`config.mk`:
```
export PLATFORM = sky130hd
export DESIGN_NAME = indexed_sequence_store_unit
export DESIGN_NICKNAME = d
export VERILOG_FILES = /design/src/hdl/isu_pkg.sv /design/src/hdl/isu_cell.sv /design/src/hdl/indexed_sequence_store_unit.sv
export VERILOG_INCLUDE_DIRS = /design/src /design/src/hdl
export SDC_FILE = /design/constraint.sdc
export NUM_CORES = 2
export LEC_CHECK = 0
export ABC_AREA = 1
export BUFFER_PORTS_ARGS = -buffer_cell sky130_fd_sc_hd__buf_4
export CAP_MARGIN = 40
export CORE_MARGIN = 2
export CORE_UTILIZATION = 33
export DETAILED_ROUTE_END_ITERATION = 12
export PLACE_DENSITY = 0.47
export RECOVER_POWER = 50
export SLEW_MARGIN = 20
export SYNTH_ARGS = -nofsm -noshare
export SYNTH_HDL_FRONTEND = slang
export SYNTH_SLANG_ARGS = --single-unit
```
`constraint.sdc`:
```
create_clock -name aclk -period 10.91 [get_ports aclk]
set_input_delay 2.182 -clock aclk [delete_from_list [all_inputs] [get_ports aclk]]
set_output_delay 2.182 -clock aclk [all_outputs]
set_load 0.1 [all_outputs]
```
`src/hdl/indexed_sequence_store_unit_macros.svh`:
```
// Assertion macros for the indexed sequence store unit.
// Used by modules that carry concurrent checks; expects aclk and aresetn in scope.
`ifndef INDEXED_SEQUENCE_STORE_UNIT_MACROS_SVH
`define INDEXED_SEQUENCE_STORE_UNIT_MACROS_SVH

// check held outside reset
`define ISU_ASSERT(lbl, prop, msg) \
    lbl: assert property (@(posedge aclk) disable iff (!aresetn) prop) else $error(msg);

// check held at every edge, reset included
`define ISU_ASSERT_ALWAYS(lbl, prop, msg) \
    lbl: assert property (@(posedge aclk) prop) else $error(msg);

`endif

```
`src/hdl/isu_pkg.sv`:
```
// Package for the indexed sequence store unit: defaults, action and status codes,
// and the per-cell control struct. No dependencies.
package isu_pkg;

    localparam int unsigned CAPACITY_DEF   = 16;
    localparam int unsigned DATA_WIDTH_DEF = 32;
    localparam int unsigned ACTION_W       = 3;
    localparam int unsigned STATUS_W       = 2;

    typedef enum logic [ACTION_W-1:0] {
        ACT_INSERT      = 3'd0,
        ACT_REMOVE_AT   = 3'd1,
        ACT_REMOVE_LAST = 3'd2,
        ACT_FIND        = 3'd3,
        ACT_QUERY       = 3'd4
    } action_t;

    typedef enum logic [STATUS_W-1:0] {
        ST_DONE  = 2'd0,
        ST_RANGE = 2'd1,
        ST_FULL  = 2'd2
    } status_t;

    typedef struct packed {
        logic load;
        logic take_left;
        logic take_right;
    } cell_ctrl_t;

endpackage

```
`src/hdl/isu_cell.sv`:
```
// One storage cell of the chain: holds a single entry, shifts from either
// neighbour or loads the new word, and flags equality with the search word. Uses isu_pkg.
module isu_cell #(
    parameter int unsigned DATA_WIDTH = isu_pkg::DATA_WIDTH_DEF
) (
    input  logic                   aclk,
    input  isu_pkg::cell_ctrl_t    ctrl,
    input  logic [DATA_WIDTH-1:0]  left_data,
    input  logic [DATA_WIDTH-1:0]  right_data,
    input  logic [DATA_WIDTH-1:0]  value,
    output logic [DATA_WIDTH-1:0]  data,
    output logic                   match
);
    import isu_pkg::*;

    logic [DATA_WIDTH-1:0] data_reg;

    always_ff @(posedge aclk) begin
        if (ctrl.load) begin
            data_reg <= value;
        end else if (ctrl.take_left) begin
            data_reg <= left_data;
        end else if (ctrl.take_right) begin
            data_reg <= right_data;
        end
    end

    assign data  = data_reg;
    assign match = (data_reg == value);

endmodule

```
`src/hdl/indexed_sequence_store_unit.sv`:
```
// Indexed sequence store: a chain of isu_cell entries with count and result logic.
// A transaction passes the cell update stage, then the priority encode and back-entry
// select stage into the output register; no new one is taken before that.
// Input is taken again while a result waits in the output register.
// Reset (aresetn low, synchronous) empties the store and drops pending results;
// entry storage is not cleared. Depends on isu_pkg, isu_cell and the macros header.
module indexed_sequence_store_unit #(
    parameter int unsigned CAPACITY   = isu_pkg::CAPACITY_DEF,
    parameter int unsigned DATA_WIDTH = isu_pkg::DATA_WIDTH_DEF,
    localparam int unsigned CNT_W     = $clog2(CAPACITY + 1),
    localparam int unsigned IN_BITS   = isu_pkg::ACTION_W + CNT_W + DATA_WIDTH,
    localparam int unsigned IN_W      = ((IN_BITS + 7) / 8) * 8,
    localparam int unsigned OUT_BITS  = isu_pkg::STATUS_W + 2 * CNT_W + 2 * DATA_WIDTH + 1,
    localparam int unsigned OUT_W     = ((OUT_BITS + 7) / 8) * 8
) (
    input  logic             aclk,
    input  logic             aresetn,
    input  logic             s_tvalid,
    output logic             s_tready,
    input  logic [IN_W-1:0]  s_tdata,   // action, position, value
    output logic             m_tvalid,
    input  logic             m_tready,
    output logic [OUT_W-1:0] m_tdata    // status, found_index, front_value, back_value,
                                        // item_count, is_empty
);
    import isu_pkg::*;
    `include "indexed_sequence_store_unit_macros.svh"

    localparam int unsigned IDX_W = $clog2(CAPACITY);
    localparam int unsigned A_LO  = 0;
    localparam int unsigned P_LO  = ACTION_W;
    localparam int unsigned V_LO  = ACTION_W + CNT_W;
    localparam int unsigned O_FI  = STATUS_W;
    localparam int unsigned O_FR  = O_FI + CNT_W;
    localparam int unsigned O_BK  = O_FR + DATA_WIDTH;
    localparam int unsigned O_CT  = O_BK + DATA_WIDTH;
    localparam int unsigned O_EM  = O_CT + CNT_W;
    localparam logic [CNT_W-1:0] CAP_C = CNT_W'(CAPACITY);

    logic                  s_accept;
    action_t               s_action;
    logic [CNT_W-1:0]      s_position;
    logic [DATA_WIDTH-1:0] s_value;
    logic [CNT_W-1:0]      ins_pos;
    logic                  ins_ok;
    logic                  rem_ok;

    logic [CNT_W-1:0]      count_reg, count_next;
    logic                  busy_reg;
    status_t               pend_status_reg, pend_status_next;
    logic                  pend_find_reg;
    logic [CAPACITY-1:0]   pend_match_reg;

    cell_ctrl_t            cell_ctrl  [CAPACITY];
    logic [DATA_WIDTH-1:0] cell_data  [CAPACITY];
    logic [DATA_WIDTH-1:0] cell_left  [CAPACITY];
    logic [DATA_WIDTH-1:0] cell_right [CAPACITY];
    logic [CAPACITY-1:0]   cell_match;

    logic                  out_load;
    logic                  m_tvalid_reg;
    status_t               m_status_reg;
    logic [CNT_W-1:0]      m_found_reg, found_next;
    logic [DATA_WIDTH-1:0] m_front_reg, front_next;
    logic [DATA_WIDTH-1:0] m_back_reg, back_next;
    logic [CNT_W-1:0]      m_count_reg;
    logic                  m_empty_reg;
    logic [IDX_W-1:0]      back_idx;

    assign s_tready   = !busy_reg;
    assign s_accept   = s_tvalid && s_tready;
    assign s_action   = action_t'(s_tdata[A_LO +: ACTION_W]);
    assign s_position = s_tdata[P_LO +: CNT_W];
    assign s_value    = s_tdata[V_LO +: DATA_WIDTH];
    assign ins_pos    = (s_position > count_reg) ? count_reg : s_position;
    assign ins_ok     = s_accept && (s_action == ACT_INSERT) && (count_reg != CAP_C);
    assign rem_ok     = s_accept && (s_action == ACT_REMOVE_AT) && (s_position < count_reg);

    // cell chain
    for (genvar i = 0; i < CAPACITY; i++) begin : g_cell
        localparam logic [CNT_W-1:0] IDX = CNT_W'(i);

        if (i == 0) begin : g_first
            assign cell_left[i] = '0;
        end else begin : g_mid
            assign cell_left[i] = cell_data[i-1];
        end
        if (i == CAPACITY - 1) begin : g_last
            assign cell_right[i] = '0;
        end else begin : g_inner
            assign cell_right[i] = cell_data[i+1];
        end

        assign cell_ctrl[i].load       = ins_ok && (IDX == ins_pos);
        assign cell_ctrl[i].take_left  = ins_ok && (IDX > ins_pos);
        assign cell_ctrl[i].take_right = rem_ok && (IDX >= s_position);

        isu_cell #(
            .DATA_WIDTH (DATA_WIDTH)
        ) u_cell (
            .aclk       (aclk),
            .ctrl       (cell_ctrl[i]),
            .left_data  (cell_left[i]),
            .right_data (cell_right[i]),
            .value      (s_value),
            .data       (cell_data[i]),
            .match      (cell_match[i])
        );
    end

    always_comb begin
        count_next       = count_reg;
        pend_status_next = ST_DONE;
        case (s_action)
            ACT_INSERT: begin
                if (count_reg == CAP_C) begin
                    pend_status_next = ST_FULL;
                end else begin
                    count_next = count_reg + CNT_W'(1);
                end
            end
            ACT_REMOVE_AT: begin
                if (s_position >= count_reg) begin
                    pend_status_next = ST_RANGE;
                end else begin
                    count_next = count_reg - CNT_W'(1);
                end
            end
            ACT_REMOVE_LAST: begin
                if (count_reg == '0) begin
                    pend_status_next = ST_RANGE;
                end else begin
                    count_next = count_reg - CNT_W'(1);
                end
            end
            default: begin
            end
        endcase
    end

    always_ff @(posedge aclk) begin
        if (!aresetn) begin
            count_reg <= '0;
            busy_reg  <= 1'b0;
        end else begin
            if (s_accept) begin
                count_reg <= count_next;
                busy_reg  <= 1'b1;
            end else if (out_load) begin
                busy_reg  <= 1'b0;
            end
        end
    end

    always_ff @(posedge aclk) begin
        if (s_accept) begin
            pend_status_reg <= pend_status_next;
            pend_find_reg   <= (s_action == ACT_FIND);
            for (int i = 0; i < CAPACITY; i++) begin
                pend_match_reg[i] <= cell_match[i] && (CNT_W'(i) < count_reg);
            end
        end
    end

    // result stage
    assign out_load = busy_reg && (!m_tvalid_reg || m_tready);
    assign back_idx = IDX_W'(count_reg - CNT_W'(1));

    always_comb begin
        found_next = count_reg;
        for (int i = CAPACITY - 1; i >= 0; i--) begin
            if (pend_match_reg[i]) begin
                found_next = CNT_W'(i);
            end
        end
        if (!pend_find_reg) begin
            found_next = '0;
        end
        front_next = (count_reg == '0) ? '0 : cell_data[0];
        back_next  = (count_reg == '0) ? '0 : cell_data[back_idx];
    end

    always_ff @(posedge aclk) begin
        if (!aresetn) begin
            m_tvalid_reg <= 1'b0;
        end else if (out_load) begin
            m_tvalid_reg <= 1'b1;
        end else if (m_tready) begin
            m_tvalid_reg <= 1'b0;
        end
    end

    always_ff @(posedge aclk) begin
        if (out_load) begin
            m_status_reg <= pend_status_reg;
            m_found_reg  <= found_next;
            m_front_reg  <= front_next;
            m_back_reg   <= back_next;
            m_count_reg  <= count_reg;
            m_empty_reg  <= (count_reg == '0);
        end
    end

    assign m_tvalid = m_tvalid_reg;

    always_comb begin
        m_tdata                     = '0;
        m_tdata[0 +: STATUS_W]      = m_status_reg;
        m_tdata[O_FI +: CNT_W]      = m_found_reg;
        m_tdata[O_FR +: DATA_WIDTH] = m_front_reg;
        m_tdata[O_BK +: DATA_WIDTH] = m_back_reg;
        m_tdata[O_CT +: CNT_W]      = m_count_reg;
        m_tdata[O_EM]               = m_empty_reg;
    end

    `ISU_ASSERT(a_count_bound, count_reg <= CAP_C, "entry count above capacity")
    `ISU_ASSERT(a_accept_busy, s_accept |=> busy_reg, "transaction taken without going busy")
    `ISU_ASSERT(a_count_step, (count_reg != $past(count_reg)) |-> $past(s_accept), "count moved without a transaction")
    `ISU_ASSERT(a_empty_flag, m_tvalid_reg |-> (m_empty_reg == (m_count_reg == '0)), "empty flag disagrees with count")

endmodule

```
### Word level (Yosys, flattened, before mapping)

Cells that the tools add are included.

* equal/unequal tests: 39
* bitwise gates (word level): 2
* muxes and demuxes: 79
* add/subtract/negate cells: 2
* reductions and logical operators: 101
* magnitude comparators: 52

Operators by type and width (count)
* $mux W32: 50
* $eq A32 B32 Y1: 16
* $bmux W32 S4: 1
* $logic_and A1 B1 Y1: 70
* $reduce_bool A3 Y1: 17
* $eq A4 B5 Y1 const A: 8
* $ge A4 B5 Y1 const A: 8
* $gt A4 B5 Y1 const A: 8
* $lt A4 B5 Y1 const A: 8
* $mux W4: 8
* $eq A3 B5 Y1 const A: 4
* $ge A3 B5 Y1 const A: 4
* $gt A3 B5 Y1 const A: 4
* $lt A3 B5 Y1 const A: 4
* $mux W5: 4
* $reduce_or A17 Y1: 1
* $pmux W5 S3: 1
* $mux W3: 4
* $eq A2 B5 Y1 const A: 2
* $ge A1 B5 Y1 const A: 2
* $ge A2 B5 Y1 const A: 2
* $gt A1 B5 Y1 const A: 2
* $gt A2 B5 Y1 const A: 2
* $logic_not A5 Y1: 2
* other kinds (28): 43

* register bits: 615
* output and inout port bits: 82
* word-level logic and storage cells: 307
* bits of input ports: 44

### Depth between registers and ports, before layout

* depth in word-level cells: 15
* mapped depth: 18
* depth with buffers taken out: 16

### By module

Synthesis repeated with hierarchy kept, for this count alone.

* cells, all modules: 6562
* area total of the unflattened synthesis: 45204.6 um^2

By module, submodules not included
* isu_cell: times used 16, seq. area each 960.9 um^2, area each 2254.7 um^2, cells an instance 328
* indexed_sequence_store_unit: times used 1, seq. area each 3022.9 um^2, area each 9130.0 um^2, cells an instance 1314

### Least setup slack after synthesis

No wires, ideal clock.

* path type: input-to-reg
* start point: in s_tvalid
* end point: reg g_cell[2].u_cell.data_reg[0] (enable)
* buffers on the path: 1
* stages on the path: 7
* data required time: 10377 ps
* slack: 2518 ps
* setup time: 533 ps
* arrival time: 7858 ps
* cells stage by stage: inv_1 -> nor2_1 -> nand4_2 -> nor2_2 -> nand2_2 -> buf_4 -> o311ai_0

* longest elaborated chain between the ends: 5
* elaborated cells between the ends (all ways): 9
* classes of those cells: reduce/logical: 9

Ends and longest elaborated chain
* start, declared: RTL line indexed_sequence_store_unit.sv:18 `input logic s_tvalid,`
* $logic_and A1 B1 Y1 *: RTL line indexed_sequence_store_unit.sv:71 `assign s_accept = s_tvalid && s_tready;`
* via s_accept: RTL line indexed_sequence_store_unit.sv:40 `logic s_accept;`
* $logic_and A1 B1 Y1 (on tied branches) (2 in a row): RTL line indexed_sequence_store_unit.sv:77, indexed_sequence_store_unit.sv:76
* $logic_and A1 B1 Y1 (on tied branches): RTL line indexed_sequence_store_unit.sv:96, indexed_sequence_store_unit.sv:94, indexed_sequence_store_unit.sv:95
* $reduce_bool A3 Y1 (no source line) *
* end signal, assigned: RTL line isu_cell.sv:20 `data_reg <= value;`
* end signal, assigned: RTL line isu_cell.sv:22 `data_reg <= left_data;`
* end signal, assigned: RTL line isu_cell.sv:24 `data_reg <= right_data;`
* end, declared: RTL line isu_cell.sv:16 `logic [DATA_WIDTH-1:0] data_reg;`

The timed path passes the listed nets; every way through them passes the cells marked *.
A chain may end at the register's enable or synchronous reset.

### Final worst setup path

* start point: in s_tvalid
* end point: reg g_cell[6].u_cell.data_reg[20] (enable)

* longest elaborated chain between the ends: 5
* elaborated cells between the ends (all ways): 9
* classes of those cells: reduce/logical: 9

Ends and longest elaborated chain (RTL line)
* $logic_and A1 B1 Y1 *: indexed_sequence_store_unit.sv:71
* via s_accept: indexed_sequence_store_unit.sv:40
* $logic_and A1 B1 Y1 (on tied branches) (2 in a row): indexed_sequence_store_unit.sv:77, indexed_sequence_store_unit.sv:76
* $logic_and A1 B1 Y1 (on tied branches): indexed_sequence_store_unit.sv:96, indexed_sequence_store_unit.sv:94, indexed_sequence_store_unit.sv:95
* $reduce_bool A3 Y1 (no source line) *
* end signal, assigned: isu_cell.sv:20
* end signal, assigned: isu_cell.sv:22
* end signal, assigned: isu_cell.sv:24
* end, declared: isu_cell.sv:16

Marked as above.

==> impl_metrics.py <==
metrics = {
    "status": {
        "status": "complete, but fails checks",
        "violations": "capacitance limit, slew limit",
    },
    "layout": {
        "largest_reg_flops": 512,
        "fin_cells": 6719,
        "final_nets": 5078,
        "nFillCells": 12957,
        "area_growth_pct": 11.1,
        "stdcell_area_sq_um": 45200,
        "final_layout_size_suffix_gt1_frac": 0.0669,
    },
    "place": {
        "dp.final_hpwl_um": 165000,
        "dp_slack_ns": 4.34,
        "io_buffers": 122,
        "postPlaceCellArea_sq_um": 43200,
        "gp_congestion": 0.989,
        "dp_cells": 6563,
    },
    "cts": {
        "cts_root_buf": "clkbuf_16",
        "cts_sinks": 615,
        "cts_hold_buf": 0,
        "htreeDepth": 3,
        "cts_resized": 0,
        "clk_pin_slew_ns": 0.06,
        "cts_tree": "yes",
        "clk_latency_ns": 0.68,
        "postCtsSetupBuffers": 0,
        "numCtsBuffers": 79,
        "cts_buffer_depth": 3,
    },
    "yosys": {
        "synth_compound_area_frac": 0.228,
        "synth.most_common_cell": "nand2_1",
        "seq_area_frac_synth": 0.452,
        "synth_top_area_cell": "edfxtp_1",
        "synth_adder_area_share": 0.00246,
        "synth-main-ff-cell": "edfxtp_1",
        "async_flop_share": 0,
        "yosys_warnings": 0,
        "synth_edf_count": 608,
        "synth_xor_area_frac": 0.0359,
        "syn_area_sq_um": 40700,
        "ys_top_cells_by_area": "edfxtp_1 (45%), nand2_1 (10%), o21ai_0 (7.2%), o211ai_1 (5.0%), inv_1 (4.2%)",
        "ys_ff_latch": 615,
        "syn_inst": 5119,
        "synth-simple-area-share": 0.194,
        "synthMuxAreaShare": 0,
        "ys_top_cells_by_count": "nand2_1 (1109), edfxtp_1 (608), o21ai_0 (583)",
        "synth_top_area_frac": 0.448,
        "synth_cell_type_count": 55,
        "postSynthAreaPerCell_sq_um": 7.95,
        "synth_top_family_by_area": "compound AO/OA/AOI/OAI gates",
    },
    "timing": {
        "tns_ns": 0,
        "relSlewSlack": -1.27,
        "fin_crit_ns": 8.20,
        "rsz0062_at_grt": "no",
        "max_freq_mhz": 122,
        "final-setup-viol-count": 0,
        "finClkSkew_ns": 0.0249,
        "finalCritPeriodShare": 0.751,
        "final-hold-violation-count": 0,
        "worst_slew_pin_slew_ns": 3.41,
        "worst_slack_ns": 2.71,
        "report.final.slew_viol_count": 991,
    },
    "pwr": {
        "leakage_nw": 16.6,
        "power_w": 0.00683,
        "irDropWorstVdd_mv": 0.0947,
        "power_density_nw_per_um2": 151,
    },
    "setup_path": {
        "crit_path_start_kind": "input port",
        "crit_fanout": 34,
        "end_kind": "register",
        "worst_r2r_endpoint": "g_cell[6].u_cell.data[20]",
        "cp_data_required_time_ns": 11.22,
        "rr_startpoint": "count_reg[0]",
        "endpoint": "g_cell[6].u_cell.data[20]",
        "crit_type": "input port to register",
        "cp.arrival_ns": 8.50,
        "critPathLaunch": "s_tvalid",
        "r2r_cells": 14,
        "r2r_slack_ns": 2.85,
    },
    "global_routing": {
        "antenna_found_initial": 10,
        "grt_max_degree": 87,
        "grt.total_usage": 0.360,
        "overflow": 0,
        "grt_pass1_wl_um": 319000,
        "grt_pass1_vias": 38188,
    },
    "drt": {
        "routedLengthMet1_um": 94400,
        "initialDrtViolationCount": 7825,
        "top_layer_used": "met5",
        "drc": 0,
        "vias": 42730,
        "ant_nets": 0,
        "dr.pass1.iters": 8,
        "routed_wirelength_um": 235000,
        "dr_wl_met3_um": 35200,
        "wl_met2_um": 92300,
        "avgRoutedWirePerCell_um": 34.9,
        "via_per_inst": 6.36,
    },
    "floorplanning": {
        "die-area_sq_um": 126000,
        "die_y_um": 355,
        "pin_count": 126,
        "core.rowCount": 128,
        "start_util": 0.334,
        "core-area_sq_um": 122000,
        "fp.dieW_um": 355,
    },
    "min_path": {
        "hold_class": "register to register",
        "min_from": "pend_status_reg[1]",
    },
    "flow_run": {
        "maxCapViolCount": 24,
    },
}
## cell usage in the layout, fill, tap and decap left out, drive strengths merged, types with 215 or more instances in the layout
cell and count:
o21ai 715, clkbuf 216, nand3 345, edfxtp 608, o211ai 269, o22ai 216
nor2 215, nand2 1127, a21oi 258, inv 468
## kinds of logic after synthesis
| family | count (synthesis) |
|---|---|
| simple gates | 1842 |
| compound gates | 1576 |
| buf+inv | 910 |
| flops | 615 |
| xor+xnor | 167 |
| fa+ha+maj | 8 |
| other cells | 1 |
## layer usage
metal / global-route usage / vias up
li1: - / 17937
met1: 0.511 / 20669
met2: 0.489 / 3566
met3: 0.117 / 552
met4: 0.168 / 6
met5: 0 / -
## metrics by stage
step            util  hold WS (ns)
2_1_floorplan      -         0.400
3_3_place_gp   0.352         0.401
3_5_place_dp   0.354         0.425
4_1_cts        0.374         0.435
5_1_grt        0.370         0.462
6_report       0.371         0.431
## critical path, cell delays in order
cell	delay [ns]
clkbuf_4	0.10
inv_1	0.05
nor2_2	0.07
clkbuf_1	0.93
nand4_1	0.64
inv_1	0.70
nand2_1	0.36
nor2_4	0.14
clkbuf_1	1.54
nand2_1	0.81
buf_8	0.38
nand2_1	0.07
buf_4	0.45
## how the worst min path moves through the flow
stage	end	slack, ns	depth (start not counted)
finish	m_status_reg[1]	0.43	0
floorplan	m_status_reg[0]	0.40	0
detailed placement	m_status_reg[1]	0.42	0
CTS	m_status_reg[1]	0.43	0
global placement	m_status_reg[1]	0.40	0
global route	m_status_reg[1]	0.46	0
## where the power goes
group	switching, W	internal [W]
Combinational	0.00116	0.000283
Clock	0.00116	0.00148
Sequential	0.0000657	0.00268
Total	0.00239	0.00444
## layout make-up
| class | count | area [sq um] | share of cell area |
|---|---|---|---|
| clock inverter | 41 | 320 | 0.00708 |
| inverter | 475 | 1790 | 0.0395 |
| multi-input combinational | 3596 | 18900 | 0.418 |
| timing repair buffer | 259 | 1610 | 0.0357 |
| tap | 1625 | 2030 | 0.0450 |
| sequential | 615 | 18400 | 0.407 |
| antenna | 8 | 20.0 | 0.000443 |
| clock buffer | 100 | 2140 | 0.0473 |
(Power assumes the default switching activity.)
